--- src/rtl/dq_pkg.sv ---
// Package for the double-ended queue: command and status codes, the
// decoded operation word and the sequencer state type. No dependencies.
`default_nettype none

package dq_pkg;

  localparam int DQ_DEPTH = 16;
  localparam int DATA_W   = 32;

  typedef enum logic [2:0] {
    KIND_PUSH_FRONT = 3'd0,
    KIND_PUSH_BACK  = 3'd1,
    KIND_SHOW_FRONT = 3'd2,
    KIND_SHOW_BACK  = 3'd3,
    KIND_POP_FRONT  = 3'd4,
    KIND_POP_BACK   = 3'd5
  } kind_t;

  typedef enum logic [1:0] {
    ST_OK    = 2'd0,
    ST_EMPTY = 2'd1,
    ST_FULL  = 2'd2
  } status_t;

  typedef enum logic {
    BK_IDLE = 1'b0,
    BK_EMIT = 1'b1
  } bk_state_t;

  typedef struct packed {
    kind_t                     kind;
    logic signed [DATA_W-1:0]  value;
  } op_t;

endpackage

`default_nettype wire

--- src/rtl/dq_if.sv ---
// Valid/ready channel interfaces for the double-ended queue: the command
// channel and the result channel. No dependencies.
`default_nettype none

interface dq_cmd_if;
  logic               valid;
  logic               ready;
  logic [2:0]         kind;
  logic signed [31:0] value;

  modport source (output valid, output kind, output value, input ready);
  modport sink   (input valid, input kind, input value, output ready);
endinterface

interface dq_rsp_if;
  logic               valid;
  logic               ready;
  logic signed [31:0] item;
  logic               last;
  logic [1:0]         status;

  modport source (output valid, output item, output last, output status, input ready);
  modport sink   (input valid, input item, input last, input status, output ready);
endinterface

`default_nettype wire

--- src/rtl/dq_ram.sv ---
// Generic single-port-write, single-port-read RAM with registered read data.
// No dependencies.
`default_nettype none

module dq_ram #(
  parameter int WIDTH = 32,
  parameter int DEPTH = 16
) (
  input  logic                     clk,
  input  logic                     we,
  input  logic [$clog2(DEPTH)-1:0] waddr,
  input  logic [WIDTH-1:0]         wdata,
  input  logic                     re,
  input  logic [$clog2(DEPTH)-1:0] raddr,
  output logic [WIDTH-1:0]         rdata
);

  logic [WIDTH-1:0] mem [DEPTH];

  always_ff @(posedge clk) begin
    if (we) begin
      mem[waddr] <= wdata;
    end
    if (re) begin
      rdata <= mem[raddr];
    end
  end

endmodule

`default_nettype wire

--- src/rtl/dq_front.sv ---
// Front end of the double-ended queue: accepts command words, drops unknown
// kinds and buffers decoded operations in a two-entry queue.
// Depends on dq_pkg and dq_if.
`default_nettype none

module dq_front (
  input  logic          clk,
  input  logic          rst,
  dq_cmd_if.sink        cmd,
  output logic          op_valid,
  input  logic          op_ready,
  output dq_pkg::op_t   op
);

  import dq_pkg::*;

  op_t        slots [2];
  logic       wr_ptr;
  logic       rd_ptr;
  logic [1:0] count;
  logic       known;
  logic       push_q;
  logic       pop_q;

  always_comb begin
    case (kind_t'(cmd.kind))
      KIND_PUSH_FRONT, KIND_PUSH_BACK, KIND_SHOW_FRONT,
      KIND_SHOW_BACK, KIND_POP_FRONT, KIND_POP_BACK: known = 1'b1;
      default: known = 1'b0;
    endcase
  end

  assign cmd.ready = (count != 2'd2);
  assign op_valid  = (count != 2'd0);
  assign op        = slots[rd_ptr];
  assign push_q    = cmd.valid && cmd.ready && known;
  assign pop_q     = op_valid && op_ready;

  always_ff @(posedge clk) begin
    if (push_q) begin
      slots[wr_ptr] <= '{kind: kind_t'(cmd.kind), value: cmd.value};
    end
  end

  always_ff @(posedge clk) begin
    if (rst) begin
      wr_ptr <= 1'b0;
      rd_ptr <= 1'b0;
      count  <= 2'd0;
    end else begin
      if (push_q) begin
        wr_ptr <= ~wr_ptr;
      end
      if (pop_q) begin
        rd_ptr <= ~rd_ptr;
      end
      case ({push_q, pop_q})
        2'b10:   count <= count + 2'd1;
        2'b01:   count <= count - 2'd1;
        default: count <= count;
      endcase
    end
  end

endmodule

`default_nettype wire

--- src/rtl/dq_back.sv ---
// Back end of the double-ended queue: ring store, front index, occupancy,
// the push/pop/show sequencer and the result register.
// Depends on dq_pkg, dq_if and dq_ram.
`default_nettype none

module dq_back #(
  parameter int DEPTH = dq_pkg::DQ_DEPTH
) (
  input  logic          clk,
  input  logic          rst,
  input  logic          op_valid,
  output logic          op_ready,
  input  dq_pkg::op_t   op,
  dq_rsp_if.source      rsp
);

  import dq_pkg::*;

  localparam int IW = (DEPTH > 1) ? $clog2(DEPTH) : 1;
  localparam int CW = $clog2(DEPTH + 1);
  localparam int SW = CW + 1;

  bk_state_t state, state_next;

  logic [IW-1:0] front_index, front_next;
  logic [CW-1:0] occupancy, occ_next;
  logic [IW-1:0] rd_addr, rd_addr_next;
  logic [IW-1:0] remaining, remaining_next;
  logic          backward, backward_next;

  logic                     out_valid;
  logic signed [DATA_W-1:0] out_item;
  logic                     out_last;
  status_t                  out_status;

  logic                     load;
  logic signed [DATA_W-1:0] load_item;
  logic                     load_last;
  status_t                  load_status;

  logic                     ram_we;
  logic [IW-1:0]            ram_waddr;
  logic re_en;
  logic [IW-1:0]            ram_raddr;
  logic [DATA_W-1:0]        ram_rdata;

  logic          full, empty, slot_free, is_push, needs_slot, op_fire, starts_read;
  logic [SW-1:0] tail_sum, last_sum;
  logic [IW-1:0] push_pos, last_pos, front_dec, front_inc, next_fwd, next_bwd;

  assign full       = (occupancy == CW'(DEPTH));
  assign empty      = (occupancy == '0);
  assign slot_free  = !out_valid || rsp.ready;
  assign is_push    = op.kind inside {KIND_PUSH_FRONT, KIND_PUSH_BACK};
  assign needs_slot = is_push || empty;
  assign op_ready   = (state == BK_IDLE) && (slot_free || !needs_slot);
  assign op_fire    = op_valid && op_ready;
  assign starts_read = op_fire && !is_push && !empty;

  assign tail_sum  = SW'(front_index) + SW'(occupancy);
  assign last_sum  = tail_sum - SW'(1);
  assign push_pos  = (tail_sum >= SW'(DEPTH)) ? IW'(tail_sum - SW'(DEPTH)) : IW'(tail_sum);
  assign last_pos  = (last_sum >= SW'(DEPTH)) ? IW'(last_sum - SW'(DEPTH)) : IW'(last_sum);
  assign front_dec = (front_index == '0) ? IW'(DEPTH - 1) : front_index - IW'(1);
  assign front_inc = (front_index == IW'(DEPTH - 1)) ? '0 : front_index + IW'(1);
  assign next_fwd  = (rd_addr == IW'(DEPTH - 1)) ? '0 : rd_addr + IW'(1);
  assign next_bwd  = (rd_addr == '0) ? IW'(DEPTH - 1) : rd_addr - IW'(1);

  always_comb begin
    state_next = state;
    case (state)
      BK_IDLE: begin
        if (starts_read) begin
          state_next = BK_EMIT;
        end
      end
      BK_EMIT: begin
        if (slot_free && (remaining == '0)) begin
          state_next = BK_IDLE;
        end
      end
      default: state_next = BK_IDLE;
    endcase
  end

  always_comb begin
    ram_we         = 1'b0;
    ram_waddr      = front_index;
    re_en          = 1'b0;
    ram_raddr      = rd_addr;
    front_next     = front_index;
    occ_next       = occupancy;
    rd_addr_next   = rd_addr;
    remaining_next = remaining;
    backward_next  = backward;
    load           = 1'b0;
    load_item      = '0;
    load_last      = 1'b1;
    load_status    = ST_OK;
    case (state)
      BK_IDLE: begin
        if (op_fire) begin
          case (op.kind)
            KIND_PUSH_FRONT, KIND_PUSH_BACK: begin
              load = 1'b1;
              if (full) begin
                load_status = ST_FULL;
              end else begin
                ram_we   = 1'b1;
                occ_next = occupancy + CW'(1);
                if (op.kind == KIND_PUSH_FRONT) begin
                  ram_waddr  = front_dec;
                  front_next = front_dec;
                end else begin
                  ram_waddr = push_pos;
                end
              end
            end
            KIND_SHOW_FRONT, KIND_SHOW_BACK, KIND_POP_FRONT, KIND_POP_BACK: begin
              if (empty) begin
                load        = 1'b1;
                load_status = ST_EMPTY;
              end else begin
                re_en = 1'b1;
                if (op.kind == KIND_SHOW_FRONT || op.kind == KIND_POP_FRONT) begin
                  ram_raddr = front_index;
                end else begin
                  ram_raddr = last_pos;
                end
                rd_addr_next  = ram_raddr;
                backward_next = (op.kind == KIND_SHOW_BACK);
                if (op.kind == KIND_SHOW_FRONT || op.kind == KIND_SHOW_BACK) begin
                  remaining_next = IW'(occupancy - CW'(1));
                end else begin
                  remaining_next = '0;
                  occ_next       = occupancy - CW'(1);
                  if (op.kind == KIND_POP_FRONT) begin
                    front_next = front_inc;
                  end
                end
              end
            end
            default: ;
          endcase
        end
      end
      BK_EMIT: begin
        if (slot_free) begin
          load      = 1'b1;
          load_item = ram_rdata;
          load_last = (remaining == '0);
          if (remaining != '0) begin
            re_en          = 1'b1;
            ram_raddr      = backward ? next_bwd : next_fwd;
            rd_addr_next   = ram_raddr;
            remaining_next = remaining - IW'(1);
          end
        end
      end
      default: ;
    endcase
  end

  dq_ram #(
    .WIDTH (DATA_W),
    .DEPTH (DEPTH)
  ) u_ram (
    .clk   (clk),
    .we    (ram_we),
    .waddr (ram_waddr),
    .wdata (op.value),
    .re    (re_en),
    .raddr (ram_raddr),
    .rdata (ram_rdata)
  );

  always_ff @(posedge clk) begin
    if (rst) begin
      state       <= BK_IDLE;
      front_index <= '0;
      occupancy   <= '0;
      out_valid   <= 1'b0;
    end else begin
      state       <= state_next;
      front_index <= front_next;
      occupancy   <= occ_next;
      if (load) begin
        out_valid <= 1'b1;
      end else if (rsp.ready) begin
        out_valid <= 1'b0;
      end
    end
  end

  always_ff @(posedge clk) begin
    rd_addr   <= rd_addr_next;
    remaining <= remaining_next;
    backward  <= backward_next;
    if (load) begin
      out_item   <= load_item;
      out_last   <= load_last;
      out_status <= load_status;
    end
  end

  assign rsp.valid  = out_valid;
  assign rsp.item   = out_item;
  assign rsp.last   = out_last;
  assign rsp.status = out_status;

  a_occ_bound: assert property (@(posedge clk) disable iff (rst)
    occupancy <= CW'(DEPTH))
    else $error("Occupancy exceeds the store depth.");

  a_front_bound: assert property (@(posedge clk) disable iff (rst)
    front_index <= IW'(DEPTH - 1))
    else $error("Front index is outside the ring store.");

  a_push_grows: assert property (@(posedge clk) disable iff (rst)
    (op_fire && !full && (op.kind == KIND_PUSH_FRONT || op.kind == KIND_PUSH_BACK))
    |=> (occupancy == $past(occupancy) + CW'(1)))
    else $error("Accepted push did not grow the queue by one.");

  a_pop_shrinks: assert property (@(posedge clk) disable iff (rst)
    (op_fire && !empty && (op.kind == KIND_POP_FRONT || op.kind == KIND_POP_BACK))
    |=> (occupancy == $past(occupancy) - CW'(1)) && (state == BK_EMIT))
    else $error("Accepted pop did not shrink the queue and start a read.");

endmodule

`default_nettype wire

--- src/rtl/double_ended_queue.sv ---
// Bounded double-ended queue of signed 32-bit words.
// Top level: front end (dq_front) and back end (dq_back). Depends on dq_pkg and dq_if.
//
// The cmd channel carries one command word: kind and value. The rsp channel
// returns result words: item, last and status. Both use valid/ready; a word
// moves at a rising edge with valid and ready high. Kinds six and seven are
// accepted and produce no result.
// A push result passes through the command queue and then the result register;
// a pop or a show word also passes the registered read of the ring store.
// Commands enter a two-entry queue at one per cycle while it is not full. The
// back end executes a push from its idle state; a pop or a show starts a read
// and emits its words from the emit state, paced by the registered read of the
// ring store, one entry per cycle through its single read port unless stalled.
// Reset (rst, synchronous) empties the queue and the command buffer; the
// ring store is not cleared and needs no clearing pass.
// When the receiver holds rsp.ready low, the result register holds its word,
// the back end waits, and the command queue fills and then stalls cmd.
`default_nettype none

module double_ended_queue #(
  parameter int DEPTH = dq_pkg::DQ_DEPTH
) (
  input  logic      clk,
  input  logic      rst,
  dq_cmd_if.sink    cmd,
  dq_rsp_if.source  rsp
);

  import dq_pkg::*;

  logic op_valid;
  logic op_ready;
  op_t  op;

  dq_front u_front (
    .clk      (clk),
    .rst      (rst),
    .cmd      (cmd),
    .op_valid (op_valid),
    .op_ready (op_ready),
    .op       (op)
  );

  dq_back #(
    .DEPTH (DEPTH)
  ) u_back (
    .clk      (clk),
    .rst      (rst),
    .op_valid (op_valid),
    .op_ready (op_ready),
    .op       (op),
    .rsp      (rsp)
  );

endmodule

`default_nettype wire

--- src/flat_wrapper.sv ---
// flat-port wrapper written by rule: the top's interface ports become plain ports
module double_ended_queue_flat import dq_pkg::*;
#(
  parameter int DEPTH = dq_pkg::DQ_DEPTH
)
  (clk, rst, cmd_valid, cmd_kind, cmd_value, cmd_ready, rsp_valid, rsp_item, rsp_last, rsp_status, rsp_ready);
  dq_cmd_if cmd_i ();
  dq_rsp_if rsp_i ();
  input  logic clk;
  input  logic rst;
  input wire logic [$bits(cmd_i.valid)-1:0] cmd_valid;
  input wire logic [$bits(cmd_i.kind)-1:0] cmd_kind;
  input wire logic [$bits(cmd_i.value)-1:0] cmd_value;
  output wire logic [$bits(cmd_i.ready)-1:0] cmd_ready;
  output wire logic [$bits(rsp_i.valid)-1:0] rsp_valid;
  output wire logic [$bits(rsp_i.item)-1:0] rsp_item;
  output wire logic [$bits(rsp_i.last)-1:0] rsp_last;
  output wire logic [$bits(rsp_i.status)-1:0] rsp_status;
  input wire logic [$bits(rsp_i.ready)-1:0] rsp_ready;
  assign cmd_i.valid = cmd_valid;
  assign cmd_i.kind = cmd_kind;
  assign cmd_i.value = cmd_value;
  assign cmd_ready = cmd_i.ready;
  assign rsp_valid = rsp_i.valid;
  assign rsp_item = rsp_i.item;
  assign rsp_last = rsp_i.last;
  assign rsp_status = rsp_i.status;
  assign rsp_i.ready = rsp_ready;
  double_ended_queue #(.DEPTH(DEPTH)) u_core (.clk(clk), .rst(rst), .cmd(cmd_i), .rsp(rsp_i));
endmodule
--- config.mk ---
export PLATFORM = sky130hd
export DESIGN_NAME = double_ended_queue_flat
export DESIGN_NICKNAME = d
export VERILOG_FILES = /design/src/rtl/dq_pkg.sv /design/src/rtl/dq_if.sv /design/src/rtl/dq_ram.sv /design/src/rtl/dq_front.sv /design/src/rtl/dq_back.sv /design/src/rtl/double_ended_queue.sv /design/src/flat_wrapper.sv
export SDC_FILE = /design/constraint.sdc
export NUM_CORES = 1
export LEC_CHECK = 0
export CAP_MARGIN = 20
export CORE_AREA = 2 2 312 344
export CTS_BUF_LIST = sky130_fd_sc_hd__clkbuf_8 sky130_fd_sc_hd__clkbuf_16
export CTS_CLUSTER_DIAMETER = 80
export CTS_CLUSTER_SIZE = 25
export DETAILED_ROUTE_END_ITERATION = 8
export DIE_AREA = 0 0 314 346
export DONT_BUFFER_PORTS = 1
export PLACE_DENSITY = 0.35
export RECOVER_POWER = 50
export SLEW_MARGIN = 20
export SYNTH_ARGS = -nofsm -noshare
export SYNTH_HDL_FRONTEND = slang
export SYNTH_HIERARCHICAL = 1
export SYNTH_SLANG_ARGS = --single-unit
--- constraint.sdc ---
create_clock -name clk -period 8.79 [get_ports clk]
set_input_delay 0 -clock clk [delete_from_list [all_inputs] [get_ports clk]]
set_output_delay 0 -clock clk [all_outputs]
set_load 0.01 [all_outputs]
# Yosys cells after proc, flatten, opt, wreduce, memory -nomap -nowiden
# Memory sizes are Yosys's and may differ from the RTL's. A register that Yosys moved wholly into a read port is not among the register bits.
# Cells that the tools add are included.
[word_totals]
regBits = 59
mem_bits_rw = 582
inputBits = 39
mem_count = 2
[memory_table]
columns = ["name", "words", "width", "read_ports", "rd_ports_with_merged_regs", "wr", "line_no", "rtl"]
rows = [
  ["u_core.u_back.u_ram.mem", 16, 32, 1, 1, 1, "dq_ram.sv:18", "logic [WIDTH-1:0] mem [DEPTH];"],
  ["u_core.u_front.slots", 2, 35, 1, 1, 1, "dq_front.sv:17", "op_t slots [2];"],
]
[op_classes]
addsub = 13
order_cmp = 2
n_eq_ne = 26
mux = 67
n_bitwise = 5
reduce_logical = 37
[op_table]
columns = ["op", "count"]
rows = [
  ["2-to-1 mux 4 bit", 29],
  ["2-to-1 mux 1 bit", 24],
  ["one-hot mux 4 bit (2 select lines)", 3],
  ["subtractor 4 x 1 -> 4 bit (second input constant)", 5],
  ["!= test 2 bit (second input constant)", 8],
  ["2-to-1 mux 5 bit", 3],
  ["== test 3 x 2 -> 1 bit (second input constant)", 4],
  ["== test 3 bit (second input constant)", 4],
  [">= comparator 6 x 5 -> 1 bit (second input constant)", 2],
  ["logical NOT 4 bit", 3],
  ["one-hot mux 5 bit (2 select lines)", 1],
  ["nonzero test 2 bit", 5],
  ["adder 4 x 1 -> 4 bit (second input constant)", 2],
  ["== test 4 bit (second input constant)", 2],
  ["one-hot mux 1 bit (2 select lines)", 4],
  ["one-hot mux 2 bit (2 select lines)", 2],
  ["AND reduction 8 bit", 1],
  ["logical AND 1 bit", 7],
  ["adder 4 x 5 -> 6 bit", 1],
  ["== test 3 x 1 -> 1 bit (second input constant)", 2],
  ["logical NOT 3 bit", 2],
  ["!= test 2 x 1 -> 1 bit (second input constant)", 3],
  ["AND reduction 6 bit", 1],
  ["OR reduction 6 bit", 1],
  ["other kinds (19)", 31],
]

# Logic depth before layout (Yosys ltp)
# Gate-level depths: netlist of the first run.
[logic_depth]
depth_word = 11
depth_mapped = 15
ltp_nobuf = 11

# Cells and area by module
# The synthesis of the first run kept the hierarchy.
[modules_own_cells]
columns = ["module", "n_inst", "cells_each", "area_each_um2"]
rows = [
  ["dq_ram", 1, 838, 20155.6],
  ["dq_back", 1, 305, 3209.3],
  ["dq_front", 1, 135, 2746.4],
]

# Worst setup path before layout of the first run
# Ideal clock, no wire load.
[synth_timing]
kind = "register to register"
startpoint = "reg with a tool-made name"
endpoint = "mem u_core.u_back.u_ram.mem[0][0], enable pin"
arrival_time_ps = 5138
setup_slack_ps = 3191
path_stages_with_launch = 11
n_path_buf = 3
cell_sequence = "dfxtp_1 > buf_2 > buf_2 > mux2_2 > inv_1 > ha_1 > clkbuf_1 > nor4b_2 > a21oi_1 > or3b_2 > nor3_1"
[synth_rtl]
columns = ["element", "line_no"]
rows = [
  ["end: declaration", "dq_ram.sv:18"],
]

# Final worst setup path of the first run
[layout_timing]
startpoint = "reg u_core.u_back.state"
endpoint = "reg u_core.u_back.u_ram.rdata[2], read port of u_core.u_back.u_ram.mem, data pin"
[layout_between]
elab_chain_len = 5
word_cells_on_any_way = 7
classes_between = "4 x mux; 1 x bitwise; 2 x reduce/logical"
[layout_lines]
columns = ["element", "line_no", "rtl"]
rows = [
  ["start: declaration", "dq_back.sv:23", "bk_state_t state, state_next;"],
  ["start signal: assignment", "dq_back.sv:184", "state <= state_next;"],
  ["NOT 1 bit", "n/a", ""],
  ["logical AND 1 bit", "dq_back.sv:56", "assign op_ready = (state == BK_IDLE) && (slot_free || !needs_slot);"],
  ["logical AND 1 bit", "dq_back.sv:57", "assign op_fire = op_valid && op_ready;"],
  ["2-to-1 mux 4 bit", "n/a", ""],
  ["one-hot mux 4 bit (2 select lines) *", "n/a", ""],
  ["via u_core.u_back.ram_raddr[1]", "dq_back.sv:44", "logic [IW-1:0] ram_raddr;"],
  ["end: declaration", "dq_ram.sv:15", "output logic [WIDTH-1:0] rdata"],
]
# The timed path passes the listed nets; every way through them passes the cells marked *.
# A chain may end at the register's enable or synchronous reset.

==> results of run 1 <==
power by group:
part	total (uW)	switching, uW	leakage (uW)	internal (uW)
registers	4260	169	0.00608	4090
clock network	2110	1160	0.000642	953
logic	3350	2010	0.00252	1340
total	9720	3330	0.00925	6390
metal layers:
| metal | vias up | routed length [um] | global-route usage [%] |
|---|---|---|---|
| met3 | 63 | 2420 | 1.79 |
| met1 | 6700 | 31400 | 17.5 |
| met2 | 198 | 35000 | 22.0 |
| met5 | - | 0 | 0 |
| met4 | 0 | 1220 | 2.92 |
| li1 | 5346 | - | - |
critical path: stages (launching register included):
cell,delay (ns)
dfxtp_2,0.32
clkbuf_1,2.14
inv_2,0.49
nor2_1,0.32
nand2_1,0.24
nand2b_1,0.33
o221a_4,0.78
buf_4,0.82
mux4_2,0.41
a22oi_1,0.24
nand2_1,0.11
through the flow:
stage,std cells,util (%),power [uW]
after floorplan,1278,-,6660
after global placement,2643,26.6,7790
after detailed placement,2643,26.6,7810
after CTS,2760,28.3,10000
after global routing,2760,28.3,10300
final,2761,28.3,9720
flip-flops by register name, summed over array words and instances, names as in the netlist, named ones only:
signal                     count
u_core/u_back/state            1
u_core/u_front/slots          70
u_core/u_back/rsp.status       2
u_core/u_front/rd_ptr          1
u_core/u_back/occupancy        5
u_core/u_back/u_ram/mem      512
u_core/u_back/rsp.last         1
u_core/u_back/u_ram/rdata     32
u_core/u_back/backward         1
u_core/u_back/rsp.valid        1
u_core/u_back/remaining        4
u_core/u_back/rsp.item        32
u_core/u_back/front_index      4
u_core/u_front/count           2
u_core/u_back/rd_addr          4
u_core/u_front/wr_ptr          1
how the worst min path moves through the flow:
stage / endpoint / slack [ns] / cells after the start
2_1_floorplan: u_core/u_front/count[1]$_SDFFE_PP0P_ / 0.07 / 1
3_5_place_dp: flip-flop / 0.07 / 1
6_report: u_core/u_front/slots[1][14]$_DFFE_PP_ / 0.06 / 1
5_1_grt: u_core/u_front/slots[1][29]$_DFFE_PP_ / 0.02 / 1
3_3_place_gp: u_core/u_front/count[1]$_SDFFE_PP0P_ / 0.07 / 1
4_1_cts: u_core/u_front/slots[1][6]$_DFFE_PP_ / 0.0001 / 1
layout make-up:
type	count	share of cell area [%]
tap	1397	5.87
antenna	1	0.00840
timing repair buffer	83	2.51
inverter	19	0.239
clock buffer	41	3.44
multi-input combinational	521	19.7
clock inverter	25	1.00
sequential	674	67.3
synth_stat cells (4+ instances only):
master	n
edfxtp_1	654
mux4_2	128
a22oi_1	66
nand2_1	51
nor2_1	39
mux2_2	37
and3_1	33
clkbuf_1	30
dfxtp_1	20
a21oi_1	18
ha_1	18
inv_1	17
o21ai_0	12
buf_1	11
buf_2	11
xnor2_1	11
buf_4	10
nor3_1	9
mux2i_1	8
nand2b_1	8
nand3_1	7
xor2_1	7
nand4_1	5
nand3b_1	4
o31ai_1	4
cell families after synthesis:
group / share of synthesized area [%]
flip-flops: 76.7
XOR/XNOR: 0.690
AO/OA/AOI/OAI: 3.46
multiplexers: 12.9
buffers and inverters: 1.45
adder cells (fa/ha/maj): 0.939
AND/OR/NAND/NOR: 3.77
what timing repair did:
action | CTS | global route
hold endpoints to repair | 111 | 0
gates resized for setup | 0 | 0
hold buffers | 51 | 0
==> results.py, run 1 <==
metrics = {
    "cells_and_area": {
        "regArea_mm2": 0.0200,
        "nNetsFinal": 1397,
        "drive_above_1_share_pct": 18.9,
        "multiInputGateArea_mm2": 0.00586,
        "final_common_cell": "edfxtp_1",
        "mostFrequentLayoutCells": "edfxtp_1 (654), mux4_2 (128), a22oi_1 (66)",
        "fillers": 10338,
        "final_area_mm2": 0.0298,
        "syn2layout_area_growth_pct": 14.1,
    },
    "route": {
        "dr.pass1.iters": 5,
        "drt-initial-drc-count": 1001,
        "routedWlPerCell_um": 25.4,
        "detail-route-antenna-nets": 0,
        "wl_um": 70100,
        "drc": 0,
        "via_per_inst": 4.46,
        "vias": 12307,
    },
    "global_routing": {
        "grt_pass1_wl_um": 100000,
        "grt_max_degree": 83,
        "antenna_found_initial": 3,
        "overflow": 0,
        "grt_pass1_vias": 13150,
        "grt_use_total_pct": 12.9,
    },
    "clock_network": {
        "cts_buffers": 40,
        "cts-root-buf": "clkbuf_16",
        "clkSinkCount": 674,
        "path_clk_slew_ns": 0.09,
        "postCtsSetupBuffers": 0,
        "cts_buffer_depth": 3,
        "cts_max_level": 2,
        "clock_latency_ns": 0.61,
        "cts_tree": "built",
    },
    "setup_path": {
        "start_kind": "flip-flop",
        "arrival_ns": 6.81,
        "r2r_start": "u_core/u_back/state$_SDFF_PP0_",
        "r2r-end": "u_core/u_back/u_ram/rdata[2]$_DFFE_PP_",
        "cp-endpoint": "u_core/u_back/u_ram/rdata[2]$_DFFE_PP_",
        "crit_fanout": 53,
        "worstSetupStartpoint": "u_core/u_back/state$_SDFF_PP0_",
        "cp.required_ns": 9.13,
        "reg2reg_slack_ns": 2.32,
        "rr_worst_depth": 10,
        "worstSetupPathType": "reg -> reg",
        "end_kind": "flip-flop",
    },
    "timing": {
        "hold_viol_final": 0,
        "clock_skew_ns": 0.0286,
        "fin_crit_sh_pct": 73.6,
        "slew_violations": 152,
        "fin_ws_ns": 2.32,
        "setup_tns_ns": 0,
        "maxSlewHeadroom_pct": -103,
        "timing.hold.ws_ns": 0.0566,
        "rsz0062_at_grt": "no",
        "setup_viol": 0,
        "worst_slew_pin_slew_ns": 3.05,
        "fin_crit_ns": 6.47,
        "max_freq_mhz": 155,
    },
    "synthesis": {
        "syn_inst": 1278,
        "synth_area_leaders": "edfxtp_1 (75%), mux4_2 (11%), a22oi_1 (1.9%)",
        "netlist.area_leader.share_pct": 75.2,
        "ys_ff_latch": 674,
        "synth_edf_count": 654,
        "async_reset_ff_share_pct": 0,
        "avgSynthCellArea_um2": 20.4,
        "ys_types": 59,
        "synth_nets": 1336,
        "synth.cell_area_mm2": 0.0261,
        "yosys.area.top_type": "edfxtp_1",
        "synth_ff_type": "edfxtp_1",
        "yosysSeqAreaShare_pct": 76.7,
        "yosysWarnings": 6,
    },
    "placement": {
        "place_ws_ns": 3.51,
        "hpwl_um": 36600,
        "place_area_mm2": 0.0280,
        "place_congestion": 0.700,
        "port_buffers": 0,
    },
    "worst_hold_path": {
        "worstHoldStart": "cmd_value[14]",
        "hold_path.class": "in -> reg",
    },
    "pwr": {
        "powerDensity_mw_per_mm2": 326,
        "vdd_drop_max_v": 0.000345,
        "p_leak_uw": 0.00925,
    },
    "die": {
        "rows": 125,
        "die-area_mm2": 0.109,
        "initial_core_util_pct": 24.8,
        "core_mm2": 0.105,
        "die_h_um": 346,
        "num_io_pins": 76,
        "fp.dieW_um": 314,
    },
    "status": {
        "violations": "max-capacitance violations, max-slew violations",
        "outcome": "finished, violations left",
    },
    "run": {
        "drv_cap": 5,
    },
}
No activity file was read; power rests on OpenSTA's default activity.
==> run 2: changes to the inputs <==
--- a/config.mk
+++ b/config.mk
@@ -13,7 +13,7 @@
 export DETAILED_ROUTE_END_ITERATION = 8
 export DIE_AREA = 0 0 314 346
 export DONT_BUFFER_PORTS = 1
-export PLACE_DENSITY = 0.35
+export PLACE_DENSITY = 0.36
 export RECOVER_POWER = 50
 export SLEW_MARGIN = 20
 export SYNTH_ARGS = -nofsm -noshare
==> constraint.sdc (replaced) <==
create_clock -name clk -period 5.8 [get_ports clk]
set_input_delay 0 -clock clk [delete_from_list [all_inputs] [get_ports clk]]
set_output_delay 0 -clock clk [all_outputs]
set_load 0.01 [all_outputs]
==> results.py, run 2 (same netlist as run 1, synthesis figures left out) <==
metrics = {
    "route": {
        "wl_um": 68400,
        "routedWlPerCell_um": 24.7,
        "drt-initial-drc-count": 834,
        "drc": 0,
        "dr.pass1.iters": 5,
        "detail-route-antenna-nets": 0,
        "via_per_inst": 4.47,
        "vias": 12378,
        "dr.max_layer_used": "met4",
        "wl_met2_um": 33600,
        "m1WireLength_um": 31400,
        "met3_length_um": 2200,
    },
    "clock_network": {
        "cts_tree": "built",
        "path_clk_slew_ns": 0.09,
        "postCtsSetupBuffers": 0,
        "clock_latency_ns": 0.62,
        "cts_buffers": 39,
        "clkSinkCount": 674,
        "cts_max_level": 2,
        "cts_buffer_depth": 3,
        "cts-root-buf": "clkbuf_16",
    },
    "cells_and_area": {
        "mostFrequentLayoutCells": "edfxtp_1 (654), mux4_2 (128), a22oi_1 (66)",
        "final_core_util_pct": 28.5,
        "top_register": "u_core/u_back/u_ram/mem",
        "final_area_mm2": 0.0300,
        "drive_above_1_share_pct": 19.5,
        "top_regs": "u_core/u_back/u_ram/mem x512, u_core/u_front/slots x70",
        "final_common_cell": "edfxtp_1",
        "fillers": 10313,
        "largest_reg_flops": 512,
        "multiInputGateArea_mm2": 0.00586,
        "nNetsFinal": 1407,
        "syn2layout_area_growth_pct": 14.9,
        "regArea_mm2": 0.0200,
    },
    "pwr": {
        "p_leak_uw": 0.00932,
        "vdd_drop_max_v": 0.000394,
        "powerDensity_mw_per_mm2": 489,
    },
    "timing": {
        "setup_viol": 0,
        "fin_crit_ns": 4.81,
        "setup_tns_ns": 0,
        "maxSlewHeadroom_pct": -27.1,
        "timing.hold.ws_ns": 0.0469,
        "max_freq_mhz": 208,
        "hold_viol_final": 0,
        "rsz0062_at_grt": "no",
        "worst_slew_pin_slew_ns": 1.91,
        "slew_violations": 57,
        "fin_crit_sh_pct": 82.9,
        "clock_skew_ns": 0.0363,
    },
    "global_routing": {
        "overflow": 0,
        "grt_use_total_pct": 12.6,
        "antenna_found_initial": 1,
        "grt_pass1_vias": 13305,
        "grt_pass1_wl_um": 98600,
        "grt_max_degree": 63,
    },
    "status": {
        "violations": "max-capacitance violations, max-slew violations",
        "outcome": "finished, violations left",
    },
    "worst_hold_path": {
        "worstHoldStart": "cmd_value[23]",
        "hold_path_depth": 1,
        "worstHoldEndpoint": "u_core/u_front/slots[1][23]$_DFFE_PP_",
        "hold_path.class": "in -> reg",
    },
    "die": {
        "num_io_pins": 76,
        "die-area_mm2": 0.109,
        "rows": 125,
        "fp.dieW_um": 314,
        "initial_core_util_pct": 24.8,
        "core_mm2": 0.105,
        "die_h_um": 346,
    },
    "setup_path": {
        "crit_fanout": 17,
        "rr_worst_depth": 11,
        "reg2reg_slack_ns": 0.99,
        "worstSetupPathType": "reg -> reg",
        "start_kind": "flip-flop",
        "r2r-end": "u_core/u_back/u_ram/rdata[7]$_DFFE_PP_",
        "end_kind": "flip-flop",
        "arrival_ns": 5.28,
        "cp.required_ns": 6.27,
    },
    "placement": {
        "place_area_mm2": 0.0283,
        "port_buffers": 0,
        "place_congestion": 0.725,
        "hpwl_um": 38400,
    },
    "run": {
        "drv_cap": 2,
    },
}
[run 2: area by class of cell]
cell class	count	share of cell area (%)
Antenna cell	2	0.0167
Clock buffer	40	3.34
Clock inverter	25	0.813
Inverter	19	0.238
Multi-Input combinational cell	521	19.5
Sequential cell	674	66.8
Tap cell	1397	5.83
Timing Repair Buffer	94	3.43
[run 2: critical path, stage by stage (launching register included)]
cell	delay, ns
dfxtp_2	0.65
mux2_1	0.37
inv_1	0.07
ha_1	0.61
inv_2	0.18
a2111oi_4	0.50
or3b_1	0.41
a22oi_1	0.55
nor2b_4	0.76
buf_4	0.35
a22oi_1	0.13
nand2_1	0.07
[run 2: how the worst max path moves through the flow]
stage                    from                                 endpoint  slack, ns  cells after the start
global route        flip-flop   u_core/u_back/u_ram/rdata[9]$_DFFE_PP_       0.56                     11
floorplan           flip-flop  u_core/u_back/u_ram/mem[0][0]$_DFFE_PP_       0.20                     10
CTS                 flip-flop   u_core/u_back/u_ram/rdata[7]$_DFFE_PP_       0.86                     11
finish              flip-flop   u_core/u_back/u_ram/rdata[7]$_DFFE_PP_       0.99                     11
global placement    flip-flop   u_core/u_back/u_ram/rdata[7]$_DFFE_PP_       1.00                     11
detailed placement  flip-flop   u_core/u_back/u_ram/rdata[7]$_DFFE_PP_       0.91                     11
[run 2: power by group]
group / internal (uW) / switching, uW
clock network: 1330 / 1720
logic: 2160 / 2970
registers: 6190 / 297
[run 2: per-stage QoR]
| step | power, uW | cells | setup WS (ns) |
|---|---|---|---|
| 2_1_floorplan | 10100 | 1278 | 0.201 |
| 3_3_place_gp | 11900 | 2653 | 1.00 |
| 3_5_place_dp | 11900 | 2653 | 0.915 |
| 4_1_cts | 15100 | 2770 | 0.860 |
| 5_1_grt | 15500 | 2770 | 0.558 |
| 6_report | 14700 | 2772 | 0.992 |
[run 2: routing by layer]
| layer | track usage, % | vias up |
|---|---|---|
| li1 | - | 5369 |
| met1 | 17.1 | 6760 |
| met2 | 21.3 | 191 |
| met3 | 1.89 | 58 |
| met4 | 2.82 | 0 |
| met5 | 0 | - |
[run 2: repair_timing]
item	in CTS	in global routing
endpoints found under the hold margin	109	0
gates resized for setup	0	0
hold buffers	52	0
